===== config.mk =====
export PLATFORM = sky130hd
export DESIGN_NAME = smd_cell
export DESIGN_NICKNAME = d
export VERILOG_FILES = /design/src/sv/sparc_muldiv_emulation_defines.svh /design/src/sv/smd_pkg.sv /design/src/sv/smd_cell.sv
export SDC_FILE = /design/constraint.sdc
export NUM_CORES = 1
export LEC_CHECK = 0
export BUFFER_PORTS_ARGS = -buffer_cell sky130_fd_sc_hd__buf_4
export CAP_MARGIN = 20
export CORE_AREA = 2 2 183 185
export DETAILED_ROUTE_END_ITERATION = 10
export DIE_AREA = 0 0 185 187
export GPL_TIMING_DRIVEN = 0
export PLACE_DENSITY = 0.63
export SKIP_CTS_REPAIR_TIMING = 1
export SYNTH_ARGS = -nofsm -noshare
export SYNTH_HDL_FRONTEND = slang
export SYNTH_SLANG_ARGS = --single-unit

===== constraint.sdc =====
create_clock -name clk -period 8.7 [get_ports clk]
set_input_delay 0.87 -clock clk [delete_from_list [all_inputs] [get_ports clk]]
set_output_delay 0.87 -clock clk [all_outputs]
set_load 0.05 [all_outputs]

===== src/sv/sparc_muldiv_emulation_defines.svh =====
// Assertion macros for the multiply/divide execution block.
`ifndef SPARC_MULDIV_EMULATION_DEFINES_SVH
`define SPARC_MULDIV_EMULATION_DEFINES_SVH

// Implication checked at every edge outside reset.
`define SMD_ASSERT_IMPL(lbl, ante, cons, msg) \
  lbl: assert property (@(posedge clk) disable iff (!rst_n) (ante) |-> (cons)) \
    else $error(msg);

// Condition that must never be true outside reset.
`define SMD_ASSERT_NEVER(lbl, cond, msg) \
  lbl: assert property (@(posedge clk) disable iff (!rst_n) !(cond)) else $error(msg);

`endif


===== src/sv/smd_pkg.sv =====
// Shared types and constants for the multiply/divide execution block.
package smd_pkg;

  localparam int unsigned SMD_CELLS = 32;

  localparam logic [31:0] SMD_OP_MASK  = 32'hC150_0000;
  localparam logic [31:0] SMD_OP_MATCH = 32'h8050_0000;

  typedef enum logic [1:0] {
    ST_DONE   = 2'd0,
    ST_UNIMP  = 2'd1,
    ST_DIVZ   = 2'd2
  } status_t;

  typedef struct packed {
    status_t     status;
    logic [4:0]  rd;
    logic [31:0] y_in;
    logic        is_div;
    logic        neg;
    logic        cc;
    logic [63:0] prod;
  } meta_t;

  typedef struct packed {
    logic [31:0] rem;
    logic [31:0] dvd;
    logic [31:0] dvs;
    logic [31:0] quo;
  } div_t;

endpackage


===== src/sv/smd_cell.sv =====
// One restoring-division cell: develops one quotient bit and hands on.
module smd_cell import smd_pkg::*; (
  input  logic  clk,
  input  logic  rst_n,
  input  logic  adv,
  input  logic  in_valid,
  input  meta_t in_meta,
  input  div_t  in_div,
  output logic  out_valid,
  output meta_t out_meta,
  output div_t  out_div
);

  logic [32:0] trial;
  logic        ge;
  div_t        d_nxt;
  logic        v_r;
  meta_t       m_r;
  div_t        d_r;

  always_comb begin
    trial       = {in_div.rem, in_div.dvd[31]};
    ge          = trial >= {1'b0, in_div.dvs};
    d_nxt       = in_div;
    d_nxt.rem   = ge ? 32'(trial - {1'b0, in_div.dvs}) : trial[31:0];
    d_nxt.dvd   = {in_div.dvd[30:0], 1'b0};
    d_nxt.quo   = {in_div.quo[30:0], ge};
  end

  always_ff @(posedge clk) begin
    if (!rst_n) begin
      v_r <= 1'b0;
    end else if (adv) begin
      v_r <= in_valid;
    end
  end

  always_ff @(posedge clk) begin
    if (adv) begin
      m_r <= in_meta;
      d_r <= d_nxt;
    end
  end

  assign out_valid = v_r;
  assign out_meta  = m_r;
  assign out_div   = d_r;

endmodule


After elaboration in Yosys (flattened, before gate mapping)
Index checks and enable logic that the tools add are counted.
- word-level logic and storage cells: 15
- output and inout bits: 235
- register bits: 234
- input bits: 238
- $lt $le $gt $ge: 1
- add/subtract/negate cells: 1
- muxes and demuxes: 1
- operators by type and width (cell ; count):
    >= comparator 33 x 32 -> 1 bit ; 1
    2-to-1 mux 32 bit ; 1
    subtractor 32 bit ; 1

Depth between registers and ports, before layout
- word-level depth: 2
- gate-level depth with buffers: 13
- mapped depth without buffers: 12

Worst setup path after synthesis
OpenSTA, ideal clock, no wires.
- kind: input port to flip-flop
- start: input port in_div[39] (netlist bit)
- end: register d_r, in the netlist out_div[109], data pin
- path buffers: 2
- setup time: 0.262 ns
- setup slack: 5.055 ns
- data arrival time: 3.383 ns
- stages: 12
- data required time: 8.438 ns
- cells stage by stage: inv_1 ha_1 buf_2 nand4_1 or4_1 a21oi_1 nor3_1 a211oi_2 o21ai_2 o31ai_4 buf_4 mux2_1
- RTL lines (element ; line ; text):
    from (decl) ; smd_cell.sv:8 ; input div_t in_div,
    to (signal assigned) ; smd_cell.sv:41 ; d_r <= d_nxt;
    to (decl) ; smd_cell.sv:19 ; div_t d_r;

==> results_dict.tcl <==
set metrics [dict create \
    timing.final.crit_share_pct 44.32 \
    insertion_delay_ns 0.52 \
    drt-pass1-iter-count 5 \
    ys_ff_latch 234 \
    cts.clk_slew.worst_paths_ns 0.06 \
    drive_gt1_share_pct 48.50 \
    cts_htree_levels 1 \
    grt.overflow.total 0 \
    ys_top_cells_by_area "edfxtp_1 76%, ha_1 4.3%, a21oi_1 2.9%" \
    finalSetupViolations 0 \
    hold_class "input port to flop" \
    vias 6926 \
    ios 473 \
    yosysWarnings 0 \
    crit_fanout 4 \
    grt_pass1_wl_um 43080 \
    max-cap-violations 0 \
    final_hold_viol_count 0 \
    grt_pass1_vias 6900 \
    place_congestion 0.8806 \
    min_period_ns 3.856 \
    grtUsageTotal_pct 16.70 \
    yosys.area.top_type "edfxtp_1" \
    synthMostInstantiatedCell "edfxtp_1" \
    start_kind "input port" \
    synth_cell_type_count 49 \
    cts_sinks 234 \
    leakage_uw 0.006101 \
    fmax_ghz 0.2593 \
    whs_ns 0.5135 \
    tritoncts "done" \
    crit_type "input port to flop" \
    yosysSeqAreaShare_pct 75.85 \
    netlist_area_um2 9251 \
    antenna_found_initial 2 \
    worstMarginPinSlew_ns 0.5914 \
    via_per_inst 4.466 \
    rsz0062_at_grt "false" \
    drtIter0Drc 479 \
    ir_drop_mv 0.1370 \
    skew_ns 0 \
    slew_violations 0 \
    cellPowerDensity_nw_per_um2 232.2 \
    synth_top_area_share_pct 75.63 \
    synthFlopType "edfxtp_1" \
    syn_inst 581 \
    clockBufferDepth 3 \
    final_core_util_pct 43.38 \
    die_w_um 185 \
    endpoint_kind "flop" \
    rows 67 \
    die_h_um 187 \
    synth.cells.most_frequent "233 x edfxtp_1, 54 x a21oi_1, 38 x inv_1" \
    grt_max_degree 99 \
    cp.required_ns 8.97 \
    portBuffers 470 \
    synth_edf_count 233 \
    relSlewSlack_pct 60.27 \
    die_area_um2 34600 \
    fill_cells 3051 \
    syn_avg_cell_area_um2 15.92 \
    wire_per_inst_um 19.81 \
    setup_tns_ns 0 \
    cp.arrival_ns 4.13 \
    area_growth_pct 54.10 \
    synth_nets 852 \
    finalNetCount 1353 \
    drc 0 \
    clock-root-buffer "clkbuf_16" \
    status "finished clean" \
    finalWirelength_um 30720 \
    core_um2 32860 \
    cts_buffers 27 \
    async_flop_share_pct 0 \
    antenna_left 0 \
    dpl.hpwl_um 24160 \
    initial_core_util_pct 28.15 \
]
==> metrics by stage <==
step | power [µW] | cell area (µm²) | std cells | setup slack (ns)
floorplan | 1914 | 9251 | 581 | 5.055
global placement | 2237 | 13340 | 1499 | 4.305
detailed placement | 2243 | 13400 | 1501 | 4.315
CTS | 3351 | 14250 | 1549 | 4.876
global route | 3432 | 14250 | 1549 | 4.623
finish | 3310 | 14260 | 1551 | 4.844
==> logic make-up (layout without fill, tap and decap cells) <==
group                      Yosys count  in the layout  share of synthesized area (%)
and+or+nand+nor                     99             99                          4.964
adders and majority gates           33             33                          4.544
muxes                               13             13                          1.542
DFF                                234            234                          75.85
buffers and inverters               56            576                          2.556
other                                1              3                        0.04053
AOI/OAI and AO/OA                  118            118                          7.953
xor gates and xnor gates            27             27                          2.556
==> path summary, 6_finish.rpt <==
path,slack [ns],depth (start not counted),from,end
worst max-delay path,4.84,12,in_div[32],out_div[126]
worst min-delay path,0.51,1,in_div[71],out_div[72]
worst max register to register,8.08,2,out_valid,out_valid
worst min register to register,0.55,2,out_valid,out_valid
==> power breakdown <==
part           internal (µW)  total (µW)  switching [µW]
Sequential              1360        1390            30.0
Combinational            267         826             559
Clock                    648        1090             445
==> cell type report <==
cell class | instances | area [µm²] | share of cell area (%)
Sequential cell | 234 | 7017 | 49.22
Multi-Input combinational cell | 291 | 1998 | 14.02
Clock buffer | 38 | 737.0 | 5.169
Clock inverter | 10 | 111.4 | 0.7811
Timing Repair Buffer | 472 | 3591 | 25.19
Inverter | 38 | 142.6 | 1.001
Tap cell | 448 | 560.5 | 3.932
Buffer | 18 | 93.84 | 0.6582
Antenna cell | 2 | 5.005 | 0.03511
==> metal layers <==
metal  wire length [µm]  GRT usage [%]  vias up  share of wire, %
met4               1363          7.418        0               4.4
li1                   -              -     3199                 -
met3               3188          6.016       63                10
met1              11580          19.30     3352                38
met5                  0              0        -                 0
met2              14590          27.70      312                47
==> sequential cells by signal (all words and copies together) (netlist names) <==
name / count
out_div: 127
out_meta: 106
out_valid: 1
==> layout by cell type (no fill, tap or decap), types with 8 or more instances in the layout <==
cell	instances
a21o_1	12
a21oi_1	54
buf_2	8
buf_4	473
clkbuf_1	14
clkbuf_16	27
edfxtp_1	233
ha_1	32
inv_1	38
nand2_1	27
nand3_1	8
nor2_1	36
o21ai_0	16
xnor2_1	16
xor2_1	11
==> critical path, stage by stage <==
cell and delay, ns:
buf_4 0.12, ha_1 0.22, fa_1 0.39, nand2b_1 0.18, a21oi_1 0.18, o21ai_0 0.24, o311a_1 0.40, a31oi_1 0.43
a21oi_1 0.26, o41ai_1 0.42, xor2_1 0.11, mux2_1 0.31
No activity file was read; power rests on OpenSTA's default activity.
