==> src/sv/sparc_muldiv_emulation_defines.svh <==
// Assertion macros for the multiply/divide execution block.
`ifndef SPARC_MULDIV_EMULATION_DEFINES_SVH
`define SPARC_MULDIV_EMULATION_DEFINES_SVH

// Implication checked at every edge outside reset.
`define SMD_ASSERT_IMPL(lbl, ante, cons, msg) \
  lbl: assert property (@(posedge clk) disable iff (!rst_n) (ante) |-> (cons)) \
    else $error(msg);

// Condition that must never be true outside reset.
`define SMD_ASSERT_NEVER(lbl, cond, msg) \
  lbl: assert property (@(posedge clk) disable iff (!rst_n) !(cond)) else $error(msg);

`endif

==> src/sv/smd_pkg.sv <==
// Shared types and constants for the multiply/divide execution block.
package smd_pkg;

  localparam int unsigned SMD_CELLS = 32;

  localparam logic [31:0] SMD_OP_MASK  = 32'hC150_0000;
  localparam logic [31:0] SMD_OP_MATCH = 32'h8050_0000;

  typedef enum logic [1:0] {
    ST_DONE   = 2'd0,
    ST_UNIMP  = 2'd1,
    ST_DIVZ   = 2'd2
  } status_t;

  typedef struct packed {
    status_t     status;
    logic [4:0]  rd;
    logic [31:0] y_in;
    logic        is_div;
    logic        neg;
    logic        cc;
    logic [63:0] prod;
  } meta_t;

  typedef struct packed {
    logic [31:0] rem;
    logic [31:0] dvd;
    logic [31:0] dvs;
    logic [31:0] quo;
  } div_t;

endpackage

==> src/sv/smd_front.sv <==
// Decode, operand magnitudes and the magnitude multiply, two registered stages.
module smd_front import smd_pkg::*; (
  input  logic        clk,
  input  logic        rst_n,
  input  logic        adv,
  input  logic        in_valid,
  input  logic [31:0] instr_word,
  input  logic [31:0] rs1_value,
  input  logic [31:0] rs2_value,
  input  logic [31:0] y_in,
  output logic        out_valid,
  output meta_t       out_meta,
  output div_t        out_div
);

  logic [31:0] op2;
  logic        is_div, is_sgn, na, nb;
  status_t     st;

  logic        v1_r, v1_nxt;
  meta_t       m1_r, m1_nxt;
  logic [31:0] ma_r, ma_nxt, mb_r, mb_nxt;
  logic        v2_r;
  meta_t       m2_r, m2_nxt;
  div_t        d2_r;

  always_comb begin
    op2    = instr_word[13] ? {{19{instr_word[12]}}, instr_word[12:0]} : rs2_value;
    is_div = instr_word[21];
    is_sgn = instr_word[19];
    na     = is_sgn & rs1_value[31];
    nb     = is_sgn & op2[31];
    if ((instr_word & SMD_OP_MASK) != SMD_OP_MATCH) begin
      st = ST_UNIMP;
    end else if (is_div) begin
      if (y_in != '0 && y_in != '1) begin
        st = ST_UNIMP;
      end else if (op2 == '0) begin
        st = ST_DIVZ;
      end else if (is_sgn) begin
        st = (y_in != {32{rs1_value[31]}}) ? ST_UNIMP : ST_DONE;
      end else begin
        st = (y_in != '0) ? ST_UNIMP : ST_DONE;
      end
    end else begin
      st = ST_DONE;
    end
    v1_nxt        = in_valid;
    m1_nxt.status = st;
    m1_nxt.rd     = instr_word[29:25];
    m1_nxt.y_in   = y_in;
    m1_nxt.is_div = is_div;
    m1_nxt.neg    = na ^ nb;
    m1_nxt.cc     = instr_word[23];
    m1_nxt.prod   = '0;
    ma_nxt        = na ? (32'd0 - rs1_value) : rs1_value;
    mb_nxt        = nb ? (32'd0 - op2) : op2;
  end

  always_comb begin
    m2_nxt      = m1_r;
    m2_nxt.prod = {32'd0, ma_r} * {32'd0, mb_r};
  end

  always_ff @(posedge clk) begin
    if (!rst_n) begin
      v1_r <= 1'b0;
      v2_r <= 1'b0;
    end else if (adv) begin
      v1_r <= v1_nxt;
      v2_r <= v1_r;
    end
  end

  always_ff @(posedge clk) begin
    if (adv) begin
      m1_r      <= m1_nxt;
      ma_r      <= ma_nxt;
      mb_r      <= mb_nxt;
      m2_r      <= m2_nxt;
      d2_r.rem  <= '0;
      d2_r.dvd  <= ma_r;
      d2_r.dvs  <= mb_r;
      d2_r.quo  <= '0;
    end
  end

  assign out_valid = v2_r;
  assign out_meta  = m2_r;
  assign out_div   = d2_r;

endmodule

==> config.mk <==
export PLATFORM = sky130hd
export DESIGN_NAME = smd_front
export DESIGN_NICKNAME = d
export VERILOG_FILES = /design/src/sv/sparc_muldiv_emulation_defines.svh /design/src/sv/smd_pkg.sv /design/src/sv/smd_front.sv
export SDC_FILE = /design/constraint.sdc
export NUM_CORES = 2
export LEC_CHECK = 0
export ABC_AREA = 1
export BUFFER_PORTS_ARGS = -buffer_cell sky130_fd_sc_hd__buf_2
export CELL_PAD_IN_SITES_DETAIL_PLACEMENT = 0
export CELL_PAD_IN_SITES_GLOBAL_PLACEMENT = 2
export CORE_MARGIN = 2
export CORE_UTILIZATION = 25
export DETAILED_ROUTE_END_ITERATION = 10
export PLACE_DENSITY = 0.69
export SLEW_MARGIN = 20
export SYNTH_ARGS = -nofsm -noshare
export SYNTH_HDL_FRONTEND = slang
export SYNTH_SLANG_ARGS = --single-unit
==> constraint.sdc <==
create_clock -name clk -period 8.3 [get_ports clk]
set_input_delay 1.245 -clock clk [delete_from_list [all_inputs] [get_ports clk]]
set_output_delay 1.245 -clock clk [all_outputs]
set_load 0.005 [all_outputs]
Word-level counts from Yosys, hierarchy flattened --
Cells that the tools add are included. Widths: inputs -> output; s select.
Storage, ports and cells: flip-flop bits (word level) 278, input port bits 132, output and inout port bits 235
Operators by class: add/sub/neg operators 2, $mul 1, equal/unequal tests 3, mux-type cells 9, bitwise gates (word level) 4, reduce and logical (&&, ||, !) cells 4
Operators by type and width (count):
- $mux 32 | 3
- $mul 32x32->64 | 1
- $sub 1x32->32 const A | 2
- $logic_not 32->1 | 1
- $ne 32x32->1 | 1
- $ne 32x32->1 const B | 1
- $reduce_bool 32->1 | 1
- $mux 1 | 5
- $ne 5x5->1 const B | 1
- $reduce_or 3->1 | 1
- $and 1x1->1 | 2
- $mux 2 | 1
- $logic_and 1x1->1 | 1
- $not 1->1 | 1
- $xor 1x1->1 | 1

Longest topological paths before layout --
depth after elaboration 6, gate-level depth with buffers 30, mapped depth without buffers 29

Least setup slack after synthesis --
OpenSTA, ideal clock, no wires.
kind register -> register, start reg ma_r[25], end reg m2_r (netlist bit out_meta[52]) (data pin), data arrival time 6.137 ns, slack 1.911 ns, cell stages (with the launch flop) 26, path buffers 1, period minus slack after synthesis 6.389 ns, path through edfxtp_1 clkbuf_1 nand2_1 fa_1 inv_1 fa_1 inv_1 fa_1 inv_1 fa_1 fa_1 fa_1 fa_1 inv_1 fa_1 inv_1 ha_1 nand2_1 nor2_1 inv_1 nor3_1 nand2_1 nor2_1 nand2_1 nand3_1 nand2_1
RTL lines:
- start, declared | RTL line smd_front.sv:22 | logic [31:0] ma_r, ma_nxt, mb_r, mb_nxt;
- start signal, assigned | RTL line smd_front.sv:78 | ma_r <= ma_nxt;
- end signal, assigned | RTL line smd_front.sv:80 | m2_r <= m2_nxt;
- end, declared | RTL line smd_front.sv:24 | meta_t m2_r, m2_nxt;

==> results.json <==
{
  "drt-pass1-iter-count": 5,
  "dr.first_iter.drc_count": 1762,
  "drv_cap": 0,
  "hp-class": "flop to flop",
  "start_util": 0.2507,
  "chipHeight_um": 440.0,
  "crit_type": "flop to flop",
  "synthArstFlopShare": 0,
  "clkLatencyLatePin_ps": 630,
  "final_nets": 7431,
  "area_growth_pct": 12.19,
  "postCtsHoldBufs": 0,
  "die_area_mm2": 0.1936,
  "gp_congestion": 0.8228,
  "mappedNetlistArea_mm2": 0.04753,
  "routedWlPerCell_um": 17.45,
  "cts_root_buf": "clkbuf_16",
  "synth.area.top_cells": "fa_1 (38%), edfxtp_1 (17%), inv_1 (15%)",
  "clkTransAtPathRegs_ps": 60,
  "finalSetupViolCount": 0,
  "drc": 0,
  "final_cells": 8676,
  "synth_edf_count": 276,
  "cts_setup_buffers": 0,
  "ys.flop_type": "edfxtp_1",
  "wl_met1_mm": 66.47,
  "synth_common_cells": "inv_1 (1841), nand2_1 (1782), fa_1 (896), edfxtp_1 (276), ha_1 (265)",
  "core.rowCount": 160,
  "antenna_found_initial": 12,
  "synth.distinct_cells": 36,
  "hold_viol_final": 0,
  "start_kind": "flop",
  "crit_arrival_ps": 8030,
  "htreeDepth": 2,
  "grtUsageTotal": 0.1586,
  "drive_gt1_frac": 0.08339,
  "io_pins": 367,
  "cp_max_fo": 13,
  "endpoint_kind": "flop",
  "grt_start_max_net_pins": 123,
  "synth_cells": 5892,
  "yosys_warnings": 0,
  "synth_most_common_cell": "inv_1",
  "rsz0062_at_grt": "no",
  "slew_viol_final": 0,
  "cts_sinks": 278,
  "grt_first_pass_wirelength_mm": 232.9,
  "cp.required_ps": 8670,
  "wl_mm": 151.4,
  "ys_ff_latch": 278,
  "antenna_left": 0,
  "die_w_um": 440.0,
  "cts_buffers": 38,
  "cts.path.max_buffers": 3,
  "synth_top_area_frac": 0.3774,
  "skew_ps": 41.94,
  "overflow": 0,
  "met2_length_mm": 76.17,
  "finalSetupTns_ps": 0,
  "tightest_slew_ps": 1168,
  "grt_pass1_vias": 37660,
  "tritoncts": "yes",
  "top_layer": "met5",
  "period_share": 0.9231,
  "met3WireLength_mm": 6.690,
  "portBuffers": 297,
  "dp_cells": 8609,
  "vias": 35410,
  "min_period_ps": 7661,
  "core_area_mm2": 0.1896,
  "seq_area_frac_synth": 0.1752,
  "status": "completed",
  "relSlewSlack": 0.2213,
  "hpwl_mm": 127.6,
  "cts_resized": 0,
  "syn_avg_cell_area_um2": 8.067,
  "vias_per_cell": 4.081,
  "synth_top_area_cell": "fa_1",
  "fmax_mhz": 130.5
}
state kept, by name, indices dropped and copies added, names as in the netlist:
signal and cells:
ma_r 32, out_valid 1, v1_r 1, mb_r 32, m1_r 42, out_div 64
out_meta 106
logic make-up after synthesis:
group,share of synthesized area
buf+inv,0.1732
simple gates,0.1781
fa+ha+maj,0.4472
other cells,0.00007890
xor+xnor,0.01548
flops,0.1752
compound gates,0.01066
per-layer routing:
| metal | vias to the layer above | global-route usage |
|---|---|---|
| met1 | 17700 | 0.2077 |
| met2 | 679 | 0.2819 |
| met5 | - | 0 |
| li1 | 16890 | - |
| met3 | 118 | 0.02277 |
| met4 | 18 | 0.02215 |
worst max-delay path, stage by stage, from the launching register on:
cell and delay [ps]:
edfxtp_1 1120, buf_4 360, nand2_1 100, fa_1 550
inv_1 60, fa_1 540, inv_1 60, fa_1 500
inv_1 60, fa_1 610, fa_1 460, fa_1 410
fa_1 430, ha_1 220, ha_1 500, nand2_1 210
nor3_1 500, nand2_1 150, nor3_1 170, nand2_1 210
nand4_1 130, nand2_1 60
layout make-up:
cell class | instances | area [um2]
Multi-Input combinational cell | 3558 | 31200
Timing Repair Buffer | 413 | 2467
Tap cell | 2511 | 3142
Inverter | 1849 | 6940
Antenna cell | 1 | 2.502
Clock buffer | 41 | 962.2
Clock inverter | 25 | 276.5
Fill cell | 20670 | 136300
Sequential cell | 278 | 8328
layout by cell type, fill, tap and decap left out, drive strengths merged, types with 5 or more instances in the layout:
master,synthesis,final
a21oi,49,49
and2,5,5
buf,74,413
clkbuf,196,41
clkinv,0,14
clkinvlp,0,5
conb,1,64
edfxtp,276,276
fa,896,896
ha,265,265
inv,1849,1851
nand2,1797,1797
nand3,88,88
nand3b,5,5
nand4,27,27
nor2,197,197
nor3,30,30
o21ai,31,31
o21bai,11,11
xnor2,19,19
xor2,65,65
worst paths after layout:
kind	startpoint	end	slack, ps	cells past startpoint
worst min register to register	m1_r[96]$_DFFE_PP_	out_meta[96]$_DFFE_PP_	410	0
worst max-delay path	mb_r[17]$_DFFE_PP_	out_meta[56]$_DFFE_PP_	640	21
worst max register to register	mb_r[17]$_DFFE_PP_	out_meta[56]$_DFFE_PP_	640	21
worst min-delay path	m1_r[96]$_DFFE_PP_	out_meta[96]$_DFFE_PP_	410	0
through the flow:
stage            util  area (um2)  setup WS, ps  hold WS [ps]
2_1_floorplan       -       47760          1911         400.3
4_1_cts        0.2812       53320         551.2         406.5
5_1_grt        0.2812       53320         249.5         408.5
6_report       0.2813       53320         638.6         411.7
3_5_place_dp   0.2747       52080         573.0         404.5
3_3_place_gp   0.2747       52080         508.2         400.4
Power is not shown: default switching activity piles up to over one toggle a cycle in this logic, so the estimate is an artifact.
